## src/rtl/fst_pkg.sv

```systemverilog
// Shared types and constants of the format string tokenizer.
package fst_pkg;

  localparam int unsigned MAX_RESULTS = 3;

  // Segment kinds.
  localparam logic [1:0] KIND_TEXT  = 2'd0;
  localparam logic [1:0] KIND_VAR   = 2'd1;
  localparam logic [1:0] KIND_ERROR = 2'd2;
  localparam logic [1:0] KIND_END   = 2'd3;

  // Error codes.
  localparam logic [2:0] ERR_ID_ZERO    = 3'd0;
  localparam logic [2:0] ERR_END_IN_VAR = 3'd1;
  localparam logic [2:0] ERR_EXPECTED   = 3'd2;
  localparam logic [2:0] ERR_STRAY      = 3'd3;
  localparam logic [2:0] ERR_TOO_LONG   = 3'd4;

  // Characters of interest.
  localparam logic [7:0] CHAR_LBRACE = 8'h7B;
  localparam logic [7:0] CHAR_RBRACE = 8'h7D;
  localparam logic [7:0] CHAR_COLON  = 8'h3A;
  localparam logic [7:0] CHAR_ZERO   = 8'h30;
  localparam logic [7:0] CHAR_NINE   = 8'h39;

  typedef struct packed {
    logic [7:0] char_code;
    logic       is_final;
  } fst_in_t;

  typedef struct packed {
    logic [1:0]  seg_kind;
    logic [15:0] var_number;
    logic [15:0] span_begin;
    logic [15:0] span_end;
    logic [2:0]  error_code;
    logic        string_done;
  } fst_out_t;

  // All results caused by one input byte, in order from slot 0.
  typedef struct packed {
    fst_out_t [MAX_RESULTS-1:0] slots;
    logic [1:0]                 count;
  } fst_bundle_t;

endpackage

```

## src/rtl/fst_front.sv

```systemverilog
// Parser front end: one byte per cycle while the queue has room; builds its bundle.
module fst_front import fst_pkg::*; #(
  parameter int unsigned POS_WIDTH = 16,
  parameter int unsigned ID_WIDTH  = 16
) (
  input  logic        clk_i,
  input  logic        rst_ni,
  input  fst_in_t     item_i,
  input  logic        push_i,
  input  logic        q_full_i,
  output fst_bundle_t bundle_o,
  output logic        bundle_valid_o
);

  typedef enum logic [2:0] {
    MODE_TEXT,
    MODE_OPEN,
    MODE_DIGITS,
    MODE_SPEC,
    MODE_RUN,
    MODE_CLOSE,
    MODE_ERROR
  } mode_e;

  localparam logic [POS_WIDTH-1:0] POS_MAX = '1;
  localparam logic [ID_WIDTH-1:0]  ID_MAX  = '1;
  localparam logic [ID_WIDTH+4:0]  ID_SAT  = {5'b00001, {ID_WIDTH{1'b0}}};

  mode_e                mode_q, mode_d;
  logic [POS_WIDTH-1:0] pos_q, pos_d;
  logic [POS_WIDTH-1:0] tb_q, tb_d;
  logic [ID_WIDTH-1:0]  auto_q, auto_d;
  logic [ID_WIDTH:0]    cur_q, cur_d;
  logic [POS_WIDTH-1:0] sb_q, sb_d;
  logic [POS_WIDTH-1:0] rfb_q, rfb_d;
  logic [POS_WIDTH-1:0] rl_q, rl_d;

  logic accept;

  function automatic logic [15:0] p16(logic [POS_WIDTH-1:0] v);
    logic [31:0] w;
    w = 32'(v);
    return w[15:0];
  endfunction

  function automatic logic [15:0] v16(logic [ID_WIDTH:0] v);
    logic [31:0] w;
    w = 32'(v);
    return w[15:0];
  endfunction

  function automatic fst_out_t mk(logic [1:0] kind, logic [15:0] var_n, logic [15:0] b,
                                  logic [15:0] e, logic [2:0] err);
    fst_out_t r;
    r.seg_kind    = kind;
    r.var_number  = var_n;
    r.span_begin  = b;
    r.span_end    = e;
    r.error_code  = err;
    r.string_done = 1'b0;
    return r;
  endfunction

  // Text resumes half the brace run (rounded up) past its first brace.
  function automatic logic [POS_WIDTH-1:0] close_tb(logic [POS_WIDTH-1:0] rfb,
                                                    logic [POS_WIDTH-1:0] rl);
    logic [POS_WIDTH:0] s;
    s = {1'b0, rl} + {{POS_WIDTH{1'b0}}, 1'b1};
    return rfb + s[POS_WIDTH:1];
  endfunction

  assign accept = push_i && !q_full_i;

  always_comb begin
    logic [7:0]           c;
    logic [3:0]           digit;
    logic                 is_digit;
    logic [ID_WIDTH+4:0]  prod;
    logic [POS_WIDTH-1:0] i;
    logic [POS_WIDTH-1:0] tb2;
    logic                 do_after;
    logic [ID_WIDTH:0]    aid;
    fst_out_t [1:0]       cres;
    fst_out_t [1:0]       fres;
    logic [1:0]           nc;
    logic [1:0]           nf;
    logic [2:0]           total;
    logic [1:0]           cnt;

    c        = item_i.char_code;
    digit    = c[3:0] - CHAR_ZERO[3:0];
    is_digit = (c >= CHAR_ZERO) && (c <= CHAR_NINE);
    i        = pos_q;
    prod     = '0;
    tb2      = '0;
    do_after = 1'b0;
    aid      = '0;
    cres     = '0;
    fres     = '0;
    nc       = 2'd0;
    nf       = 2'd0;

    mode_d = mode_q;
    pos_d  = pos_q;
    tb_d   = tb_q;
    auto_d = auto_q;
    cur_d  = cur_q;
    sb_d   = sb_q;
    rfb_d  = rfb_q;
    rl_d   = rl_q;

    // Per-byte step.
    if (mode_q != MODE_ERROR) begin
      if (i == POS_MAX) begin
        cres[nc[0]] = mk(KIND_ERROR, 16'd0, p16(POS_MAX), 16'd0, ERR_TOO_LONG);
        nc = nc + 2'd1;
        mode_d = MODE_ERROR;
      end else begin
        unique case (mode_q)
          MODE_OPEN: begin
            if (c == CHAR_LBRACE) begin
              tb_d   = i;
              mode_d = MODE_TEXT;
            end else if (is_digit) begin
              cur_d  = (ID_WIDTH+1)'(digit);
              sb_d   = i;
              mode_d = MODE_DIGITS;
            end else begin
              if (auto_q != ID_MAX) auto_d = auto_q + 1'b1;
              aid      = {1'b0, auto_q};
              do_after = 1'b1;
            end
          end
          MODE_DIGITS: begin
            if (is_digit) begin
              prod = ({4'b0, cur_q} << 3) + ({4'b0, cur_q} << 1) + (ID_WIDTH+5)'(digit);
              if (prod > ID_SAT) prod = ID_SAT;
              cur_d = prod[ID_WIDTH:0];
            end else if (cur_q == '0) begin
              cres[nc[0]] = mk(KIND_ERROR, 16'd0, p16(sb_q), 16'd0, ERR_ID_ZERO);
              nc = nc + 2'd1;
              mode_d = MODE_ERROR;
            end else begin
              aid      = cur_q - 1'b1;
              do_after = 1'b1;
            end
          end
          MODE_SPEC: begin
            if (c == CHAR_RBRACE) begin
              rfb_d  = i;
              rl_d   = {{(POS_WIDTH-1){1'b0}}, 1'b1};
              mode_d = MODE_RUN;
            end
          end
          MODE_RUN: begin
            if (c == CHAR_RBRACE) begin
              rl_d = rl_q + 1'b1;
            end else if (rl_q[0]) begin
              cres[nc[0]] = mk(KIND_VAR, v16(cur_q), p16(sb_q), p16(rfb_q), ERR_ID_ZERO);
              nc = nc + 2'd1;
              tb_d   = close_tb(rfb_q, rl_q);
              mode_d = MODE_TEXT;
              if (c == CHAR_LBRACE) begin
                if (i > tb_d) begin
                  cres[nc[0]] = mk(KIND_TEXT, 16'd0, p16(tb_d), p16(i), ERR_ID_ZERO);
                  nc = nc + 2'd1;
                end
                mode_d = MODE_OPEN;
              end else if (c == CHAR_RBRACE) begin
                rfb_d  = i;
                mode_d = MODE_CLOSE;
              end
            end else begin
              mode_d = MODE_SPEC;
            end
          end
          MODE_CLOSE: begin
            if (c == CHAR_RBRACE) begin
              if (rfb_q > tb_q) begin
                cres[nc[0]] = mk(KIND_TEXT, 16'd0, p16(tb_q), p16(rfb_q), ERR_ID_ZERO);
                nc = nc + 2'd1;
              end
              tb_d   = i;
              mode_d = MODE_TEXT;
            end else begin
              cres[nc[0]] = mk(KIND_ERROR, 16'd0, p16(rfb_q), 16'd0, ERR_STRAY);
              nc = nc + 2'd1;
              mode_d = MODE_ERROR;
            end
          end
          default: begin
            if (c == CHAR_LBRACE) begin
              if (i > tb_q) begin
                cres[nc[0]] = mk(KIND_TEXT, 16'd0, p16(tb_q), p16(i), ERR_ID_ZERO);
                nc = nc + 2'd1;
              end
              mode_d = MODE_OPEN;
            end else if (c == CHAR_RBRACE) begin
              rfb_d  = i;
              mode_d = MODE_CLOSE;
            end
          end
        endcase

        // The identifier is settled: a colon, a closing brace or nothing else may follow.
        if (do_after) begin
          cur_d = aid;
          if (c == CHAR_COLON) begin
            sb_d   = i + 1'b1;
            mode_d = MODE_SPEC;
          end else if (c == CHAR_RBRACE) begin
            cres[nc[0]] = mk(KIND_VAR, v16(aid), p16(i), p16(i), ERR_ID_ZERO);
            nc = nc + 2'd1;
            tb_d   = i + 1'b1;
            mode_d = MODE_TEXT;
          end else begin
            cres[nc[0]] = mk(KIND_ERROR, 16'd0, p16(i), 16'd0, ERR_EXPECTED);
            nc = nc + 2'd1;
            mode_d = MODE_ERROR;
          end
        end
        pos_d = i + 1'b1;
      end
    end

    // End of string: flush what is open, then return to the reset state.
    if (item_i.is_final) begin
      unique case (mode_d)
        MODE_TEXT: begin
          if (pos_d > tb_d) begin
            fres[0] = mk(KIND_TEXT, 16'd0, p16(tb_d), p16(pos_d), ERR_ID_ZERO);
            nf = 2'd1;
          end
        end
        MODE_OPEN, MODE_SPEC: begin
          fres[0] = mk(KIND_ERROR, 16'd0, p16(pos_d), 16'd0, ERR_END_IN_VAR);
          nf = 2'd1;
        end
        MODE_DIGITS: begin
          if (cur_d == '0) fres[0] = mk(KIND_ERROR, 16'd0, p16(sb_d), 16'd0, ERR_ID_ZERO);
          else fres[0] = mk(KIND_ERROR, 16'd0, p16(pos_d), 16'd0, ERR_END_IN_VAR);
          nf = 2'd1;
        end
        MODE_RUN: begin
          if (rl_d[0]) begin
            fres[0] = mk(KIND_VAR, v16(cur_d), p16(sb_d), p16(rfb_d), ERR_ID_ZERO);
            nf = 2'd1;
            tb2 = close_tb(rfb_d, rl_d);
            if (pos_d > tb2) begin
              fres[1] = mk(KIND_TEXT, 16'd0, p16(tb2), p16(pos_d), ERR_ID_ZERO);
              nf = 2'd2;
            end
          end else begin
            fres[0] = mk(KIND_ERROR, 16'd0, p16(pos_d), 16'd0, ERR_END_IN_VAR);
            nf = 2'd1;
          end
        end
        MODE_CLOSE: begin
          fres[0] = mk(KIND_ERROR, 16'd0, p16(rfb_d), 16'd0, ERR_STRAY);
          nf = 2'd1;
        end
        default: ;
      endcase

      mode_d = MODE_TEXT;
      pos_d  = '0;
      tb_d   = '0;
      auto_d = '0;
      cur_d  = '0;
      sb_d   = '0;
      rfb_d  = '0;
      rl_d   = '0;
    end

    // Pack byte-step results first, then end-of-string results.
    bundle_o.slots[0] = (nc != 2'd0) ? cres[0] : fres[0];
    bundle_o.slots[1] = (nc == 2'd2) ? cres[1] : ((nc == 2'd1) ? fres[0] : fres[1]);
    bundle_o.slots[2] = (nc == 2'd2) ? fres[0] : fres[1];
    total = {1'b0, nc} + {1'b0, nf};
    cnt   = total[1:0];
    if (item_i.is_final) begin
      if (cnt == 2'd0) begin
        bundle_o.slots[0] = mk(KIND_END, 16'd0, 16'd0, 16'd0, ERR_ID_ZERO);
        cnt = 2'd1;
      end
      bundle_o.slots[cnt - 2'd1].string_done = 1'b1;
    end
    bundle_o.count = cnt;
    bundle_valid_o = accept && (cnt != 2'd0);
  end

  always_ff @(posedge clk_i or negedge rst_ni) begin
    if (!rst_ni) begin
      mode_q <= MODE_TEXT;
      pos_q  <= '0;
      tb_q   <= '0;
      auto_q <= '0;
      cur_q  <= '0;
      sb_q   <= '0;
      rfb_q  <= '0;
      rl_q   <= '0;
    end else if (accept) begin
      mode_q <= mode_d;
      pos_q  <= pos_d;
      tb_q   <= tb_d;
      auto_q <= auto_d;
      cur_q  <= cur_d;
      sb_q   <= sb_d;
      rfb_q  <= rfb_d;
      rl_q   <= rl_d;
    end
  end

endmodule

```

## src/rtl/fst_queue.sv

```systemverilog
// Short queue of result bundles between the parser and the output stage.
module fst_queue import fst_pkg::*; (
  input  logic        clk_i,
  input  logic        rst_ni,
  input  fst_bundle_t wdata_i,
  input  logic        wr_i,
  output logic        full_o,
  output fst_bundle_t rdata_o,
  input  logic        rd_i,
  output logic        empty_o
);

  localparam int unsigned DEPTH = 4;
  localparam int unsigned AW    = $clog2(DEPTH);

  fst_bundle_t       mem_q [DEPTH];
  logic [AW-1:0]     wptr_q, rptr_q;
  logic [AW:0]       cnt_q;

  assign full_o  = (cnt_q == (AW+1)'(DEPTH));
  assign empty_o = (cnt_q == '0);
  assign rdata_o = mem_q[rptr_q];

  always_ff @(posedge clk_i) begin
    if (wr_i) mem_q[wptr_q] <= wdata_i;
  end

  always_ff @(posedge clk_i or negedge rst_ni) begin
    if (!rst_ni) begin
      wptr_q <= '0;
      rptr_q <= '0;
      cnt_q  <= '0;
    end else begin
      if (wr_i) wptr_q <= wptr_q + 1'b1;
      if (rd_i) rptr_q <= rptr_q + 1'b1;
      if (wr_i && !rd_i) cnt_q <= cnt_q + 1'b1;
      else if (rd_i && !wr_i) cnt_q <= cnt_q - 1'b1;
    end
  end

endmodule

```

## src/rtl/fst_back.sv

```systemverilog
// Output stage: hands out each bundle's results one per cycle while pop is held.
module fst_back import fst_pkg::*; (
  input  logic        clk_i,
  input  logic        rst_ni,
  input  fst_bundle_t bundle_i,
  input  logic        q_empty_i,
  output logic        q_rd_o,
  output fst_out_t    result_o,
  output logic        empty_o,
  input  logic        pop_i
);

  logic [1:0] idx_q, idx_d;
  logic       valid_q;
  fst_out_t   out_q;
  logic       load;
  logic       last;

  // The output register refills whenever the queue holds a bundle and it is free or being taken.
  assign load   = !q_empty_i && (!valid_q || pop_i);
  assign last   = (idx_q == bundle_i.count - 2'd1);
  assign q_rd_o = load && last;
  assign idx_d  = load ? (last ? 2'd0 : idx_q + 2'd1) : idx_q;

  assign result_o = out_q;
  assign empty_o  = !valid_q;

  always_ff @(posedge clk_i) begin
    if (load) out_q <= bundle_i.slots[idx_q];
  end

  always_ff @(posedge clk_i or negedge rst_ni) begin
    if (!rst_ni) begin
      idx_q   <= 2'd0;
      valid_q <= 1'b0;
    end else begin
      idx_q <= idx_d;
      if (load) valid_q <= 1'b1;
      else if (pop_i) valid_q <= 1'b0;
    end
  end

endmodule

```

## src/rtl/format_string_tokenizer.sv

```systemverilog
// Brace format string tokenizer: one byte in, zero to three segment descriptors out.
// A byte is taken every cycle while the four-bundle queue has room; the results it
// causes go into the queue as one bundle, then through the output register.
// Results leave the output register at one per cycle while pop is held, so bytes
// causing several results are absorbed by the queue. Reset clears the parser state
// and empties the queue and output register.
module format_string_tokenizer import fst_pkg::*; #(
  parameter int unsigned POS_WIDTH = 16,
  parameter int unsigned ID_WIDTH  = 16
) (
  input  logic     clk_i,
  input  logic     rst_ni,
  input  fst_in_t  item_i,
  input  logic     push,
  output logic     full,
  output fst_out_t result_o,
  output logic     empty,
  input  logic     pop
);

  fst_bundle_t wr_bundle;
  fst_bundle_t rd_bundle;
  logic        q_wr;
  logic        q_rd;
  logic        q_full;
  logic        q_empty;

  fst_front #(
    .POS_WIDTH(POS_WIDTH),
    .ID_WIDTH (ID_WIDTH)
  ) u_front (
    .clk_i         (clk_i),
    .rst_ni        (rst_ni),
    .item_i        (item_i),
    .push_i        (push),
    .q_full_i      (q_full),
    .bundle_o      (wr_bundle),
    .bundle_valid_o(q_wr)
  );

  fst_queue u_queue (
    .clk_i  (clk_i),
    .rst_ni (rst_ni),
    .wdata_i(wr_bundle),
    .wr_i   (q_wr),
    .full_o (q_full),
    .rdata_o(rd_bundle),
    .rd_i   (q_rd),
    .empty_o(q_empty)
  );

  fst_back u_back (
    .clk_i    (clk_i),
    .rst_ni   (rst_ni),
    .bundle_i (rd_bundle),
    .q_empty_i(q_empty),
    .q_rd_o   (q_rd),
    .result_o (result_o),
    .empty_o  (empty),
    .pop_i    (pop)
  );

  assign full = q_full;

  a_no_write_when_full: assert property (@(posedge clk_i) disable iff (!rst_ni)
    q_wr |-> !q_full) else $error("bundle written into a full queue");

  a_no_read_when_empty: assert property (@(posedge clk_i) disable iff (!rst_ni)
    q_rd |-> !q_empty) else $error("bundle read from an empty queue");

  a_end_marker_done: assert property (@(posedge clk_i) disable iff (!rst_ni)
    (!empty && result_o.seg_kind == KIND_END) |-> result_o.string_done)
    else $error("end marker without string_done");

  a_reset_empty: assert property (@(posedge clk_i)
    !rst_ni |-> empty) else $error("output not empty during reset");

endmodule

```

## config.mk

```make
export PLATFORM = sky130hd
export DESIGN_NAME = format_string_tokenizer
export DESIGN_NICKNAME = d
export VERILOG_FILES = /design/src/rtl/fst_pkg.sv /design/src/rtl/fst_front.sv /design/src/rtl/fst_queue.sv /design/src/rtl/fst_back.sv /design/src/rtl/format_string_tokenizer.sv
export SDC_FILE = /design/constraint.sdc
export NUM_CORES = 2
export LEC_CHECK = 0
export BUFFER_PORTS_ARGS = -buffer_cell sky130_fd_sc_hd__buf_4
export CAP_MARGIN = 20
export CORE_MARGIN = 2
export CORE_UTILIZATION = 35
export DETAILED_ROUTE_END_ITERATION = 8
export PLACE_DENSITY_LB_ADDON = 0.3
export SLEW_MARGIN = 20
export SYNTH_ARGS = -nofsm -noshare
export SYNTH_HDL_FRONTEND = slang
export SYNTH_SLANG_ARGS = --single-unit
```

## constraint.sdc

```tcl
create_clock -name clk_i -period 13.75 [get_ports clk_i]
set_input_delay 0.6875 -clock clk_i [delete_from_list [all_inputs] [get_ports clk_i]]
set_output_delay 0.6875 -clock clk_i [all_outputs]
set_load 0.02 [all_outputs]
```

==> results.cfg <==
[grt]
grt_pass1_wl_um = 208000
antenna_found_initial = 2
grt_pass1_vias = 30100
grt_remaining_overflow = 0
grt_usage_pct = 22.2
grt_max_degree = 115

[critical_path]
crit_arrival_ns = 10.99
cp.required_ns = 14.01
crit_path_frequent_cell = a21oi_1
slowest_delay_ns = 0.90
crit_slowest_cell = or4_1
critPathLaunchType = flop
setup.worst_path.class = flop to flop
critPathMaxFanout = 114
reg2reg_setup_slack_ns = 3.03
worstSetupEndpointType = flop

[cells_and_area]
layout_common_cells = edfxtp_1 (702), nand2_1 (278), o21ai_0 (238)
mostFrequentLayoutCell = edfxtp_1
syn2layout_area_growth_pct = 13.1
nets = 3684
nFillCells = 11500
layout-drive-gt1-share_pct = 15.1

[run_status]
status = finished clean

[place]
place.gp.congestion = 1.02
dp_hpwl_um = 97900
pre_cts_ws_ns = 3.14
numPortBuffers = 68

[pwr]
powerDensity_nw_per_um2 = 193
p_leak_nw = 17.5
ir_drop_mv = 0.189

[floorplan]
die_w_um = 355
row_count = 128
ios = 69
start_util_pct = 35.4
core_sq_um = 122000
die_area_sq_um = 126000
die_h_um = 355

[sta]
slew_headroom_pct = 15.6
timing.final.max_slew_violations = 0
worst_pin_slew_ns = 1.27
fin_hold_ws_ns = 0.0661
skew_ns = 0.0375
tns_ns = 0
setup_ws_ns = 3.03
hold_viol_final = 0
min_period_over_period_pct = 78.0
fmaxAchievable_mhz = 93.2
finalSetupViolations = 0
period_needed_ns = 10.72
grt_setup_unrepaired = false

[detailed_routing]
vias_per_cell = 5.91
drc = 0
routedWlPerCell_um = 27.2
postRouteAntennaNets = 0
drt_wl_total_um = 142000
first_pass_iters = 6
drt_iter0_drc = 3733
via_count = 30800

[synth]
synth_enable_flop_cells = 702
yosys_warnings = 0
syn_area_sq_um = 43200
async_flop_share_pct = 15.2
synth_seq_cells = 828
seq_area_frac_synth_pct = 56.1
synth_top_flop_cell = edfxtp_1
synth.distinct_cells = 112
postSynthAreaPerCell_sq_um = 12.7
synthCells = 3408

[clock_tree]
cts-root-buf = clkbuf_16
cts_made_buffers = 87
cts.path.max_buffers = 3
clk_latency_ns = 0.67
postCtsHoldBufs = 0
cts_max_level = 3
tritoncts = done
cts.sinks = 828
cts_resized = 0
clk_pin_slew_worst_paths_ns = 0.06
cts_setup_buffers = 0

[flow_run]
max-cap-violations = 0

[hold_path]
worstHoldPathType = input pin to asynchronous set/reset pin
==> cells in the mapped netlist, types with 7 or more instances <==
library cell	n	share of area [%]
o221ai_1	12	0.24
a22oi_1	56	0.97
a211o_1	10	0.20
and4_1	8	0.16
mux4_2	162	8.5
nand2b_1	16	0.23
dfrtp_1	126	7.3
o22a_1	11	0.22
a221o_1	37	0.86
a21o_1	18	0.31
xor2_1	56	1.1
a211oi_1	19	0.33
xnor2_1	71	1.4
nand2_1	279	2.4
buf_1	31	0.27
nor3_1	51	0.59
mux2i_1	64	1.5
ha_1	157	4.5
o21bai_1	10	0.17
a22o_1	50	1.0
o22ai_1	73	1.1
inv_1	101	0.88
o31ai_1	8	0.14
or2_2	7	0.10
a2111oi_0	8	0.16
nor4_1	9	0.13
edfxtp_1	702	49
a21oi_2	7	0.14
a21oi_1	162	1.9
o21ai_1	15	0.17
a31oi_1	25	0.36
nor2_1	238	2.1
a221oi_1	21	0.43
or3_1	9	0.13
nor2b_1	31	0.45
nand4_1	24	0.35
o21ai_0	238	2.8
o211ai_1	17	0.30
and3_1	19	0.28
nand3_1	72	0.83
o21a_1	26	0.45
clkbuf_1	143	1.2
and2_1	18	0.26
buf_2	24	0.28
==> final timing paths <==
kind | from | to | cells past startpoint
min | rst_ni | u_front.cur_q[16] | 1
min reg2reg | u_queue.cnt_q[2] | u_queue.cnt_q[2] | 1
max in group asynchronous | rst_ni | u_queue.rptr_q[1] | 2
max reg2reg | u_front.pos_q[0] | u_queue.mem_q[2][83] | 33
min in group clk_i | pop | u_back.valid_q | 2
max | u_front.pos_q[0] | u_queue.mem_q[2][83] | 33
==> cells by family after synthesis <==
kind of cell / Yosys count / synth area share, %
AO/OA/AOI/OAI: 913 / 14.4
XOR/XNOR: 127 / 2.58
adder cells (fa/ha/maj): 162 / 4.78
buffers and inverters: 312 / 2.86
flip-flops: 828 / 56.1
multiplexers: 229 / 10.0
other: 1 / 0.00869
AND/OR/NAND/NOR: 836 / 9.25
==> per-stage QoR <==
stage          cell area, sq um  utilization, %  std cells  power (W)
6_report                  48800            40.0       5207    0.00941
5_1_grt                   48800            40.0       5204    0.00982
4_1_cts                   48800            40.0       5203    0.00947
3_5_place_dp              45900            37.7       5045    0.00709
3_3_place_gp              45900            37.7       5045    0.00707
2_1_floorplan             43400               -       3479    0.00591
==> registers in the layout, summed over array words and instances (netlist names) <==
| name | flops |
|---|---|
| u_back.valid_q | 1 |
| u_front.mode_q | 3 |
| u_front.rl_q | 16 |
| u_back.idx_q | 2 |
| u_queue.wptr_q | 2 |
| u_front.pos_q | 16 |
| u_front.auto_q | 16 |
| u_back.result_o | 54 |
| u_queue.rptr_q | 2 |
| u_front.cur_q | 17 |
| u_front.rfb_q | 16 |
| u_front.sb_q | 16 |
| u_queue.mem_q | 648 |
| u_front.tb_q | 16 |
| u_queue.cnt_q | 3 |
==> layer usage <==
layer | vias up | track usage, % | share of wire [%]
met5 | - | 0 | 0
met4 | 0 | 8.65 | 3.8
met3 | 316 | 4.90 | 8.6
met2 | 1481 | 33.2 | 44
met1 | 15600 | 31.3 | 43
li1 | 13400 | - | -
==> worst max-delay path, delay by kind of cell (launching register included) <==
family / cells / cell delay (ns)
AND/OR/NAND/NOR: 8 / 2.62
XOR/XNOR: 3 / 0.66
buffers and inverters: 2 / 0.88
AO/OA/AOI/OAI: 15 / 3.81
adder cells (fa/ha/maj): 5 / 1.58
flip-flops: 1 / 0.59
==> area by class of cell <==
type | instances | area (sq um) | area share [%]
Antenna cell | 4 | 10.0 | 0.0205
Sequential cell | 828 | 24200 | 49.6
Multi-Input combinational cell | 2339 | 18100 | 37.1
Tap cell | 1625 | 2030 | 4.16
Clock buffer | 116 | 2450 | 5.01
Clock inverter | 42 | 438 | 0.897
Inverter | 108 | 405 | 0.830
Timing Repair Buffer | 145 | 1150 | 2.36
==> power by group <==
group	total [W]	internal, W	switching, W	leakage, nW
clock network	0.00238	0.00138	0.000991	1.41
logic	0.00334	0.00124	0.00210	7.75
registers	0.00369	0.00342	0.000273	8.35
(Power assumes the default switching activity.)
